File: src/hdl/assert_macros.svh
// Assertion macros shared by the page-fault tracker RTL.
`ifndef ASSERT_MACROS_SVH
`define ASSERT_MACROS_SVH

// Clocked check, disabled while reset is asserted.
`define PFRT_ASSERT(label, prop, msg) \
    label: assert property (@(posedge i_clk) disable iff (!i_rst_n) (prop)) else $error(msg);

// Clocked check that also holds during reset.
`define PFRT_ASSERT_ALWAYS(label, prop, msg) \
    label: assert property (@(posedge i_clk) (prop)) else $error(msg);

`endif

File: src/hdl/pfrt_pkg.sv
// Types, codes and helpers for the page-fault resolution tracker.
`default_nettype none

package pfrt_pkg;

    localparam int SLOTS      = 16;
    localparam int SLOT_IDX_W = (SLOTS > 1) ? $clog2(SLOTS) : 1;
    localparam int CMD_W      = 3;
    localparam int SLOT_W     = 4;
    localparam int GEN_W      = 64;
    localparam int SUM_W      = 64;
    localparam int CNT_W      = 16;
    localparam logic [CNT_W-1:0] COUNT_MAX = {CNT_W{1'b1}};

    typedef enum logic [CMD_W-1:0] {
        CMD_RESET        = 3'd0,
        CMD_CLAIM        = 3'd1,
        CMD_REMOTE_BEGIN = 3'd2,
        CMD_REMOTE_DONE  = 3'd3,
        CMD_COPY_BEGIN   = 3'd4,
        CMD_RESOLVE      = 3'd5,
        CMD_FAIL         = 3'd6
    } t_cmd;

    typedef enum logic [2:0] {
        PH_EMPTY      = 3'd0,
        PH_FAULT      = 3'd1,
        PH_READING    = 3'd2,
        PH_COPY_READY = 3'd3,
        PH_COPYING    = 3'd4,
        PH_RESOLVED   = 3'd5,
        PH_POISONED   = 3'd6,
        PH_FAILSTOP   = 3'd7
    } t_phase;

    typedef enum logic [1:0] {
        CL_OWNER     = 2'd0,
        CL_DUPLICATE = 2'd1,
        CL_STALE     = 2'd2
    } t_claim;

    // One slot record as held in the table memory.
    typedef struct packed {
        t_phase             phase;
        logic [GEN_W-1:0]   gen;
        logic [CNT_W-1:0]   waiters;
        logic [CNT_W-1:0]   reads;
        logic [SUM_W-1:0]   sum;
    } t_rec;

    // Status of one command after evaluation.
    typedef struct packed {
        logic   accepted;
        t_claim claim;
    } t_step_res;

    function automatic logic [CNT_W-1:0] sat_inc(input logic [CNT_W-1:0] v);
        sat_inc = (v == COUNT_MAX) ? COUNT_MAX : v + 1'b1;
    endfunction

endpackage

`default_nettype wire

File: src/hdl/pfrt_step.sv
// Next-record and status logic for one tracker command.
`default_nettype none

module pfrt_step (
    input  wire logic [pfrt_pkg::CMD_W-1:0] i_cmd,
    input  wire logic [pfrt_pkg::GEN_W-1:0] i_gen,
    input  wire logic [pfrt_pkg::SUM_W-1:0] i_sum,
    input  wire logic                       i_flag,
    input  wire pfrt_pkg::t_rec             i_cur,
    output pfrt_pkg::t_rec                  o_nxt,
    output pfrt_pkg::t_step_res             o_res
);
    import pfrt_pkg::*;

    logic match;

    assign match = (i_cur.gen == i_gen);

    // Phase transition per command
    always_comb begin
        o_nxt          = i_cur;
        o_res.accepted = 1'b0;
        o_res.claim    = CL_OWNER;
        unique case (t_cmd'(i_cmd))
            CMD_RESET: begin
                o_nxt.phase    = PH_EMPTY;
                o_nxt.waiters  = '0;
                o_nxt.reads    = '0;
                o_nxt.sum      = '0;
                o_nxt.gen      = i_gen;
                o_res.accepted = 1'b1;
            end
            CMD_CLAIM: begin
                if (i_gen == '0 || !match) begin
                    o_res.claim = CL_STALE;
                end else if (i_cur.phase == PH_EMPTY) begin
                    o_nxt.phase    = PH_FAULT;
                    o_nxt.waiters  = CNT_W'(1);
                    o_res.accepted = 1'b1;
                end else if (i_cur.phase >= PH_FAULT && i_cur.phase <= PH_RESOLVED) begin
                    o_nxt.waiters  = sat_inc(i_cur.waiters);
                    o_res.claim    = CL_DUPLICATE;
                    o_res.accepted = 1'b1;
                end else begin
                    o_res.claim = CL_STALE;
                end
            end
            CMD_REMOTE_BEGIN: begin
                if (match && i_cur.phase == PH_FAULT) begin
                    o_nxt.phase    = PH_READING;
                    o_nxt.reads    = sat_inc(i_cur.reads);
                    o_res.accepted = 1'b1;
                end
            end
            CMD_REMOTE_DONE: begin
                if (match && i_cur.phase == PH_READING) begin
                    o_nxt.phase    = PH_COPY_READY;
                    o_nxt.sum      = i_sum;
                    o_res.accepted = 1'b1;
                end
            end
            CMD_COPY_BEGIN: begin
                if (match && i_cur.phase == PH_COPY_READY) begin
                    o_nxt.phase    = PH_COPYING;
                    o_res.accepted = 1'b1;
                end
            end
            CMD_RESOLVE: begin
                // present page with a differing checksum is refused
                if (match && i_cur.phase == PH_COPYING &&
                    !(i_flag && i_sum != i_cur.sum)) begin
                    o_nxt.phase    = PH_RESOLVED;
                    o_res.accepted = 1'b1;
                end
            end
            CMD_FAIL: begin
                if (match && i_cur.phase >= PH_FAULT && i_cur.phase <= PH_COPYING) begin
                    o_nxt.phase    = i_flag ? PH_POISONED : PH_FAILSTOP;
                    o_res.accepted = 1'b1;
                end
            end
            default: begin
                o_nxt          = i_cur;
                o_res.accepted = 1'b0;
            end
        endcase
    end

endmodule

`default_nettype wire

File: src/hdl/page_fault_resolution_tracker_core.sv
// Pipeline: table read into stage 1, then update into the result register.
// Throughput: one command per cycle while the result is not stalled; a write to the slot just read is forwarded.
// Once stage 1 holds a command, a result stall stalls the input in the same cycle.
// Reset (synchronous, active low) clears pipeline valids and per-slot valid bits;
// a slot never written since reset reads as an all-zero record. No clearing pass.
`default_nettype none

module page_fault_resolution_tracker_core (
    input  wire logic                        i_clk,
    input  wire logic                        i_rst_n,
    input  wire logic                        i_in_valid,
    output logic                             o_in_stall,
    input  wire logic [pfrt_pkg::CMD_W-1:0]  i_cmd,
    input  wire logic [pfrt_pkg::SLOT_W-1:0] i_slot,
    input  wire logic [pfrt_pkg::GEN_W-1:0]  i_generation,
    input  wire logic [pfrt_pkg::SUM_W-1:0]  i_checksum,
    input  wire logic                        i_flag,
    output logic                             o_out_valid,
    input  wire logic                        i_out_stall,
    output logic                             o_accepted,
    output logic [1:0]                       o_claim_result,
    output logic [2:0]                       o_phase,
    output logic [pfrt_pkg::CNT_W-1:0]       o_waiters,
    output logic [pfrt_pkg::CNT_W-1:0]       o_read_count
);
    import pfrt_pkg::*;

    // Record table and per-slot valid bits
    t_rec                   mem [SLOTS];
    logic [SLOTS-1:0]       r_ent_vld;

    // Stage 1: command waiting on table read data
    logic                   r_s1_valid;
    logic [CMD_W-1:0]       r_s1_cmd;
    logic [SLOT_IDX_W-1:0]  r_s1_idx;
    logic                   r_s1_in_range;
    logic [GEN_W-1:0]       r_s1_gen;
    logic [SUM_W-1:0]       r_s1_sum;
    logic                   r_s1_flag;
    t_rec                   r_rd_data;
    logic                   r_rd_vld;
    logic                   r_byp_hit;
    t_rec                   r_byp_data;

    // Output register
    logic                   r_out_valid;
    logic                   r_out_accepted;
    logic [1:0]             r_out_claim;
    logic [2:0]             r_out_phase;
    logic [CNT_W-1:0]       r_out_waiters;
    logic [CNT_W-1:0]       r_out_reads;

    logic                   accept;
    logic                   s1_adv;
    logic                   wr_en;
    logic                   in_range;
    logic [SLOT_IDX_W-1:0]  in_idx;
    t_rec                   cur;
    t_rec                   nxt;
    t_step_res              step_res;

    assign in_range   = (32'(i_slot) < SLOTS);
    assign in_idx     = SLOT_IDX_W'(i_slot);
    assign s1_adv     = !r_out_valid || !i_out_stall;
    assign o_in_stall = r_s1_valid && !s1_adv;
    assign accept     = i_in_valid && !o_in_stall;
    assign wr_en      = r_s1_valid && s1_adv && r_s1_in_range;

    // Operand: forwarded write, else table data, else reset record
    always_comb begin
        if (r_byp_hit) begin
            cur = r_byp_data;
        end else if (r_rd_vld) begin
            cur = r_rd_data;
        end else begin
            cur = '0;
        end
    end

    pfrt_step u_step (
        .i_cmd  (r_s1_cmd),
        .i_gen  (r_s1_gen),
        .i_sum  (r_s1_sum),
        .i_flag (r_s1_flag),
        .i_cur  (cur),
        .o_nxt  (nxt),
        .o_res  (step_res)
    );

    // Table memory: write-back of updated record, registered read
    always_ff @(posedge i_clk) begin
        if (wr_en) begin
            mem[r_s1_idx] <= nxt;
        end
        if (accept) begin
            r_rd_data <= mem[in_idx];
        end
    end

    // Slot valid bits
    always_ff @(posedge i_clk) begin
        if (!i_rst_n) begin
            r_ent_vld <= '0;
        end else if (wr_en) begin
            r_ent_vld[r_s1_idx] <= 1'b1;
        end
    end

    // Stage 1 capture, with forwarding of a same-cycle write to the same slot
    always_ff @(posedge i_clk) begin
        if (!i_rst_n) begin
            r_s1_valid <= 1'b0;
            r_byp_hit  <= 1'b0;
        end else if (accept) begin
            r_s1_valid <= 1'b1;
            r_byp_hit  <= wr_en && (r_s1_idx == in_idx);
        end else if (s1_adv) begin
            r_s1_valid <= 1'b0;
            r_byp_hit  <= 1'b0;
        end
    end

    always_ff @(posedge i_clk) begin
        if (accept) begin
            r_s1_cmd      <= i_cmd;
            r_s1_idx      <= in_idx;
            r_s1_in_range <= in_range;
            r_s1_gen      <= i_generation;
            r_s1_sum      <= i_checksum;
            r_s1_flag     <= i_flag;
            r_rd_vld      <= r_ent_vld[in_idx];
            r_byp_data    <= nxt;
        end
    end

    // Result register
    always_ff @(posedge i_clk) begin
        if (!i_rst_n) begin
            r_out_valid <= 1'b0;
        end else if (s1_adv) begin
            r_out_valid <= r_s1_valid;
        end
    end

    always_ff @(posedge i_clk) begin
        if (s1_adv && r_s1_valid) begin
            if (r_s1_in_range) begin
                r_out_accepted <= step_res.accepted;
                r_out_claim    <= step_res.claim;
                r_out_phase    <= nxt.phase;
                r_out_waiters  <= nxt.waiters;
                r_out_reads    <= nxt.reads;
            end else begin
                r_out_accepted <= 1'b0;
                r_out_claim    <= (t_cmd'(r_s1_cmd) == CMD_CLAIM) ? CL_STALE : CL_OWNER;
                r_out_phase    <= PH_EMPTY;
                r_out_waiters  <= '0;
                r_out_reads    <= '0;
            end
        end
    end

    assign o_out_valid    = r_out_valid;
    assign o_accepted     = r_out_accepted;
    assign o_claim_result = r_out_claim;
    assign o_phase        = r_out_phase;
    assign o_waiters      = r_out_waiters;
    assign o_read_count   = r_out_reads;

    `include "assert_macros.svh"

    `PFRT_ASSERT(a_accept_not_stale, o_out_valid && o_accepted |-> o_claim_result != CL_STALE, "accepted command reported stale")
    `PFRT_ASSERT(a_s1_to_out, r_s1_valid && s1_adv |=> o_out_valid, "stage 1 command lost before output")
    `PFRT_ASSERT(a_byp_needs_s1, r_byp_hit |-> r_s1_valid, "forwarding flag without a command in stage 1")
    `PFRT_ASSERT_ALWAYS(a_reset_clears, !i_rst_n |=> !r_s1_valid && !r_out_valid, "pipeline not cleared by reset")

endmodule

`default_nettype wire
File: config.mk
export PLATFORM = sky130hd
export DESIGN_NAME = page_fault_resolution_tracker_core
export DESIGN_NICKNAME = d
export VERILOG_FILES = /design/src/hdl/pfrt_pkg.sv /design/src/hdl/pfrt_step.sv /design/src/hdl/page_fault_resolution_tracker_core.sv
export VERILOG_INCLUDE_DIRS = /design/src /design/src/hdl
export SDC_FILE = /design/constraint.sdc
export NUM_CORES = 2
export LEC_CHECK = 0
export BUFFER_PORTS_ARGS = -buffer_cell sky130_fd_sc_hd__clkbuf_2
export CAP_MARGIN = 25
export CORE_ASPECT_RATIO = 1.2
export CORE_MARGIN = 3
export CORE_UTILIZATION = 38
export CTS_BUF_LIST = sky130_fd_sc_hd__clkbuf_16
export CTS_CLUSTER_DIAMETER = 80
export CTS_CLUSTER_SIZE = 16
export DETAILED_ROUTE_END_ITERATION = 6
export GPL_TIMING_DRIVEN = 0
export PLACE_DENSITY = 0.49
export SYNTH_ARGS = -nofsm -noshare
export SYNTH_HDL_FRONTEND = slang
export SYNTH_SLANG_ARGS = --single-unit
File: constraint.sdc
create_clock -name i_clk -period 45.9 [get_ports i_clk]
set_input_delay 0 -clock i_clk [delete_from_list [all_inputs] [get_ports i_clk]]
set_output_delay 0 -clock i_clk [all_outputs]
set_load 0.02 [all_outputs]
### After elaboration in Yosys (flattened, before gate mapping)

Memory sizes are Yosys's and may differ from the RTL's. A register that Yosys moved wholly into a read port is not among the register bits.
Cells that the tools add are included.

* $add $sub $neg: 2
* multipliers: 0
* divide/modulo/power cells: 0
* magnitude comparators: 6
* equality and inequality tests: 15
* shift operators: 0
* muxes and demuxes: 43
* bitwise gates (word level): 2
* reductions and logical operators: 27

Operators by type and width (number)
* 2-to-1 mux 163 bit: 2
* 2-to-1 mux 64 bit: 2
* one-hot mux 64 bit (2 select lines): 1
* 2-to-1 mux 16 bit: 6
* == test 64 bit: 1
* logical NOT 64 bit: 1
* inequality test 64 bit: 1
* one-hot mux 16 bit (2 select lines): 2
* adder 16 x 1 -> 16 bit, second input constant: 2
* == test 16 bit, second input constant: 2
* 2-to-1 mux 3 bit: 7
* one-hot mux 3 bit (7 select lines): 1
* 2-to-1 mux 1 bit: 16
* OR 16 bit: 1
* logical AND 1 bit: 14
* == test 3 x 2 -> 1 bit, second input constant: 4
* == test 3 bit, second input constant: 4
* < comparator 4 x 5 -> 1 bit, second input constant: 2
* one-hot mux 1 bit (7 select lines): 1
* == test 3 x 1 -> 1 bit, second input constant: 2
* <= comparator 3 bit, second input constant: 2
* logical NOT 1 bit: 6
* logical NOT 3 bit: 2
* 2-to-1 mux 2 bit: 3
* 9 further kinds: 10

* bits in registers: 357
* latch bits: 0
* memory bits (writable): 2608
* memory bits (read-only): 0
* input port bits: 140
* output and inout port bits: 40
* logic and storage cells: 117
* memories kept: 1

Memory list
* mem: words 16, bits a word 163, read ports 1, clocked after Yosys merged registers in 1, write ports 1, line page_fault_resolution_tracker_core.sv:29 `t_rec mem [SLOTS];`

### Longest topological paths before layout

* word-level depth: 8
* depth in mapped cells: 15
* mapped depth without buffers: 11

### Hierarchy

A second synthesis with hierarchy kept.

* cell total of the unflattened synthesis: 5501
* area total of the unflattened synthesis: 120302.9 um^2

By module, submodules not included
* page_fault_resolution_tracker_core: instances 1, cells an instance 4646, area each 115643.4 um^2, seq. area each 93739.9 um^2
* pfrt_step: instances 1, cells an instance 855, area each 4659.5 um^2, seq. area each 0.0 um^2

### Least setup slack after synthesis

No wires, ideal clock.

* path kind: reg-to-reg
* from: register r_out_valid (netlist: o_out_valid)
* to: register r_byp_data[0] (netlist name), enable pin
* library setup time: 1302 ps
* arrival: 19839 ps
* data required time: 44598 ps
* setup slack: 24759 ps
* stages on the path, launching flop included: 3
* period minus slack after synthesis: 21141 ps
* cells stage by stage: dfxtp_1 > and3_1 > nor2_1

* cells in the longest elaborated chain, start to end: 6

Ends and longest elaborated chain
* from (decl): line page_fault_resolution_tracker_core.sv:46 `logic r_out_valid;`
* from (signal assigned): line page_fault_resolution_tracker_core.sv:141 `r_out_valid <= r_s1_valid;`
* logical NOT 1 bit: line page_fault_resolution_tracker_core.sv:64 `assign s1_adv = !r_out_valid || !i_out_stall;`
* logical OR 1 bit: line page_fault_resolution_tracker_core.sv:64
* logical NOT 1 bit: line page_fault_resolution_tracker_core.sv:65 `assign o_in_stall = r_s1_valid && !s1_adv;`
* logical AND 1 bit: line page_fault_resolution_tracker_core.sv:65
* named net o_in_stall: line page_fault_resolution_tracker_core.sv:12 `output logic o_in_stall,`
* logical NOT 1 bit: line page_fault_resolution_tracker_core.sv:66 `assign accept = i_in_valid && !o_in_stall;`
* logical AND 1 bit: line page_fault_resolution_tracker_core.sv:66
* named net accept: line page_fault_resolution_tracker_core.sv:53 `logic accept;`
* to (signal assigned): line page_fault_resolution_tracker_core.sv:132 `r_byp_data <= nxt;`
* to (decl): line page_fault_resolution_tracker_core.sv:43 `t_rec r_byp_data;`

The timed path passes the listed nets, and every way through them passes these cells.
A chain may end at the register's enable or synchronous reset.

==> summary.txt <==
STA
  – Slew of the pin with the lowest slew margin: 1210 ps
  – Tcrit/Tclk final: 15.2%
  – Minimum clock period: 6960 ps
  – Relative slew slack: 19.4%
  – Final setup viols: 0
  – Max Fclk: 144 MHz
  – Slew Viols, Final: 0
  – RSZ-0062 raised after global routing: no
  – Clock skew: 60.2 ps
  – Hold Violations, Final: 0
  – Fin Setup TNS: 0 ps

CTS
  – CTS Buf Count: 224
  – Sink Count: 3128
  – Skew-Pair Late Insertion Delay: 940 ps
  – Root Buffer Master: clkbuf_16
  – Resize count post-CTS: 0
  – Htree depth: 4
  – Clock slew at reported path FFs: 70 ps
  – CTS tree: done
  – Max Root-Sink Buffers: 4

Die
  – Core outline area: 0.322 mm²
  – DIE HEIGHT: 629 µm
  – Initial Utilization: 38.2%
  – Row cnt: 228
  – Ports: 180
  – Die area: 0.331 mm²
  – Die width: 525 µm

Critical path
  – Worst-path maximum fanout: 17
  – Data required, critical path: 46470 ps
  – Critical Path AT: 7530 ps
  – Crit path kind: reg2reg
  – CP startpoint kind: register
  – CP endpoint kind: register

Outcome
  – Status: finished clean

Final layout
  – Fillers: 27200
  – Most common cell after layout, fill and taps aside: edfxtp_1
  – Fraction of layout cells with a size suffix above 1: 27.5%
  – Most frequent cells in the layout: 3109 x edfxtp_1, 806 x mux4_2, 279 x dlygate4sd3_1, 227 x clkbuf_16, 220 x nor2_1
  – Nets: 7096
  – Post-layout utilization of the core: 45.4%
  – Layout area overhead: 18.8%

Power and ir drop
  – LEAKAGE: 46.3 nW
  – Clock Power Share: 33.3%
  – Power per cell area: 38.4 mW/mm²
  – Switching Share: 23.0%
  – Post-layout power: 5.61 mW
  – Sw power: 1.29 mW
  – Max VDD drop: 33.5 µV
  – Flop pwr share: 58.5%
  – P_int: 4.32 mW
  – Gate power share: 8.2%

Global route
  – Met1 GRT Util: 30.6%
  – First-pass GRT wire length: 536000 µm
  – Initial antenna violation count: 16
  – Met3 Resource Use GR: 2.80%
  – Layer with the highest usage: met2
  – Largest net degree at the start of global routing: 37
  – Number of global-route vias before repair: 67100
  – Total congestion overflow: 0
  – Met2 usage: 39.6%
  – Total GRT Usage: 23.0%

Synthesis
  – Ys Warns: 0
  – Cell area after synthesis: 0.123 mm²
  – Synth area leader: edfxtp_1
  – Async S/R FF share, synth: 0%
  – Ranking of synthesized cells by area: edfxtp_1 76%, mux4_2 15%, a22oi_1 0.90%, xnor2_1 0.86%, nor2_1 0.71%
  – Synthesized net count: 5928
  – Synth unique cells: 85
  – Synth Flop Type: edfxtp_1
  – Mapped Cells: 5786
  – Number of synthesized register bits: 3128
  – Avg Cell Area, Syn: 21.3 µm²
  – Post-synth top area share: 75.9%
  – Register area share after synthesis: 76.2%
  – Post-synth EDFFs: 3109

Drt
  – Via Count: 65300
  – Routed len/inst: 34.2 µm
  – DRT Wirelength: 385000 µm
  – Drt first pass iters: 6
  – Post-route ant nets: 0
  – Via-to-Cell Ratio: 5.79
  – DRC Markers: 0
  – Initial drt markers: 7254

Placement
  – Detailed placement HPWL: 267000 µm
  – GPL Wtd Cong: 0.895
  – PortBufs: 178

Min path
  – Hold Crit Class: in2reg

Run
  – MaxCap Viol Count: 0
[critical path, stage by stage (launching register included)]
cell	delay, ps
dfxtp_1	440
buf_4	240
buf_6	240
buf_6	270
buf_2	590
buf_2	560
buf_2	610
clkbuf_1	950
buf_2	570
buf_2	490
buf_2	620
a21oi_1	190
a21oi_2	740
[timing repair]
item	4_1_cts	5_1_grt
buffers inserted	0	0
endpoints found under the hold margin	236	0
hold buffers	279	0
[cells in the mapped netlist, types with 22 or more instances]
cell type	n
edfxtp_1	3109
nand3_1	66
o32ai_1	58
a21oi_1	135
xor2_1	78
nand4b_1	37
buf_2	27
nand2_1	76
nor2_1	233
mux2i_1	22
a211oi_1	26
nor4_1	37
o21a_1	33
nor3_1	45
o21ai_0	80
clkbuf_1	204
a22oi_1	147
and2_1	42
mux4_2	806
buf_1	77
nand4_1	36
xnor2_1	121
o22ai_1	43
[sequential cells by signal (all words and copies together), names as in the netlist, 2 cells and up]
register and count:
r_byp_data 163, r_rd_data 163, r_s1_sum 64, mem 2608, o_phase 3, o_waiters 16, r_ent_vld 16, r_s1_cmd 3
o_read_count 16, r_s1_gen 64, o_claim_result 2, r_s1_idx 4
[per-layer routing]
metal | vias up | wire length, µm
met5 | - | 12
met4 | 2 | 13200
met1 | 35800 | 156000
met2 | 2269 | 195000
li1 | 26700 | -
met3 | 547 | 20500
[cell type report]
class | instances | area [µm²] | area share [%]
multi-input cells | 2331 | 28700 | 19.6
repair buffers | 942 | 10900 | 7.44
clock inverters | 54 | 474 | 0.324
inverters | 9 | 33.8 | 0.0231
diodes | 12 | 30.0 | 0.0205
flip-flops and latches | 3128 | 93700 | 64.1
well taps | 4255 | 5320 | 3.64
clock buffers | 227 | 5680 | 3.89
plain buffers | 318 | 1310 | 0.895
[power groups by stage]
stage	logic [mW]	clock network, mW	registers (mW)
global placement	0.381	0	3.39
detailed placement	0.440	0	3.34
floorplan	0.224	0	3.34
finish	0.458	1.87	3.28
global route	0.486	2.02	3.28
CTS	0.460	1.92	3.28
[logic make-up after synthesis]
group | share of synthesized area (%)
XOR/XNOR | 1.42
AO/OA/AOI/OAI | 3.41
adder cells (fa/ha/maj) | 0.0203
flip-flops | 76.2
multiplexers | 14.9
buffers and inverters | 1.07
AND/OR/NAND/NOR | 2.95
[worst paths after layout]
path / from / endpoint / slack [ps] / depth (start not counted)
worst max-delay path: r_byp_hit$_SDFFE_PN0P_ / mem[4][111]$_DFFE_PP_ / 38940 / 12
worst min-delay path: i_rst_n / r_ent_vld[4]$_SDFFE_PN0P_ / 130 / 3
worst max register to register: r_byp_hit$_SDFFE_PN0P_ / mem[4][111]$_DFFE_PP_ / 38940 / 12
worst min register to register: r_ent_vld[6]$_SDFFE_PN0P_ / r_ent_vld[6]$_SDFFE_PN0P_ / 470 / 1
[through the flow]
step           cells  worst slack (ps)  hold slack, ps  area (µm²)
6_report       11300             38940             127      146000
5_1_grt        11300             38990             160      146000
4_1_cts        11200             38960            88.9      146000
3_5_place_dp   10700             38990             179      137000
3_3_place_gp   10200             10590             177      129000
2_1_floorplan   5786             24760            98.9      123000
Power figures use the tool's default switching activity.
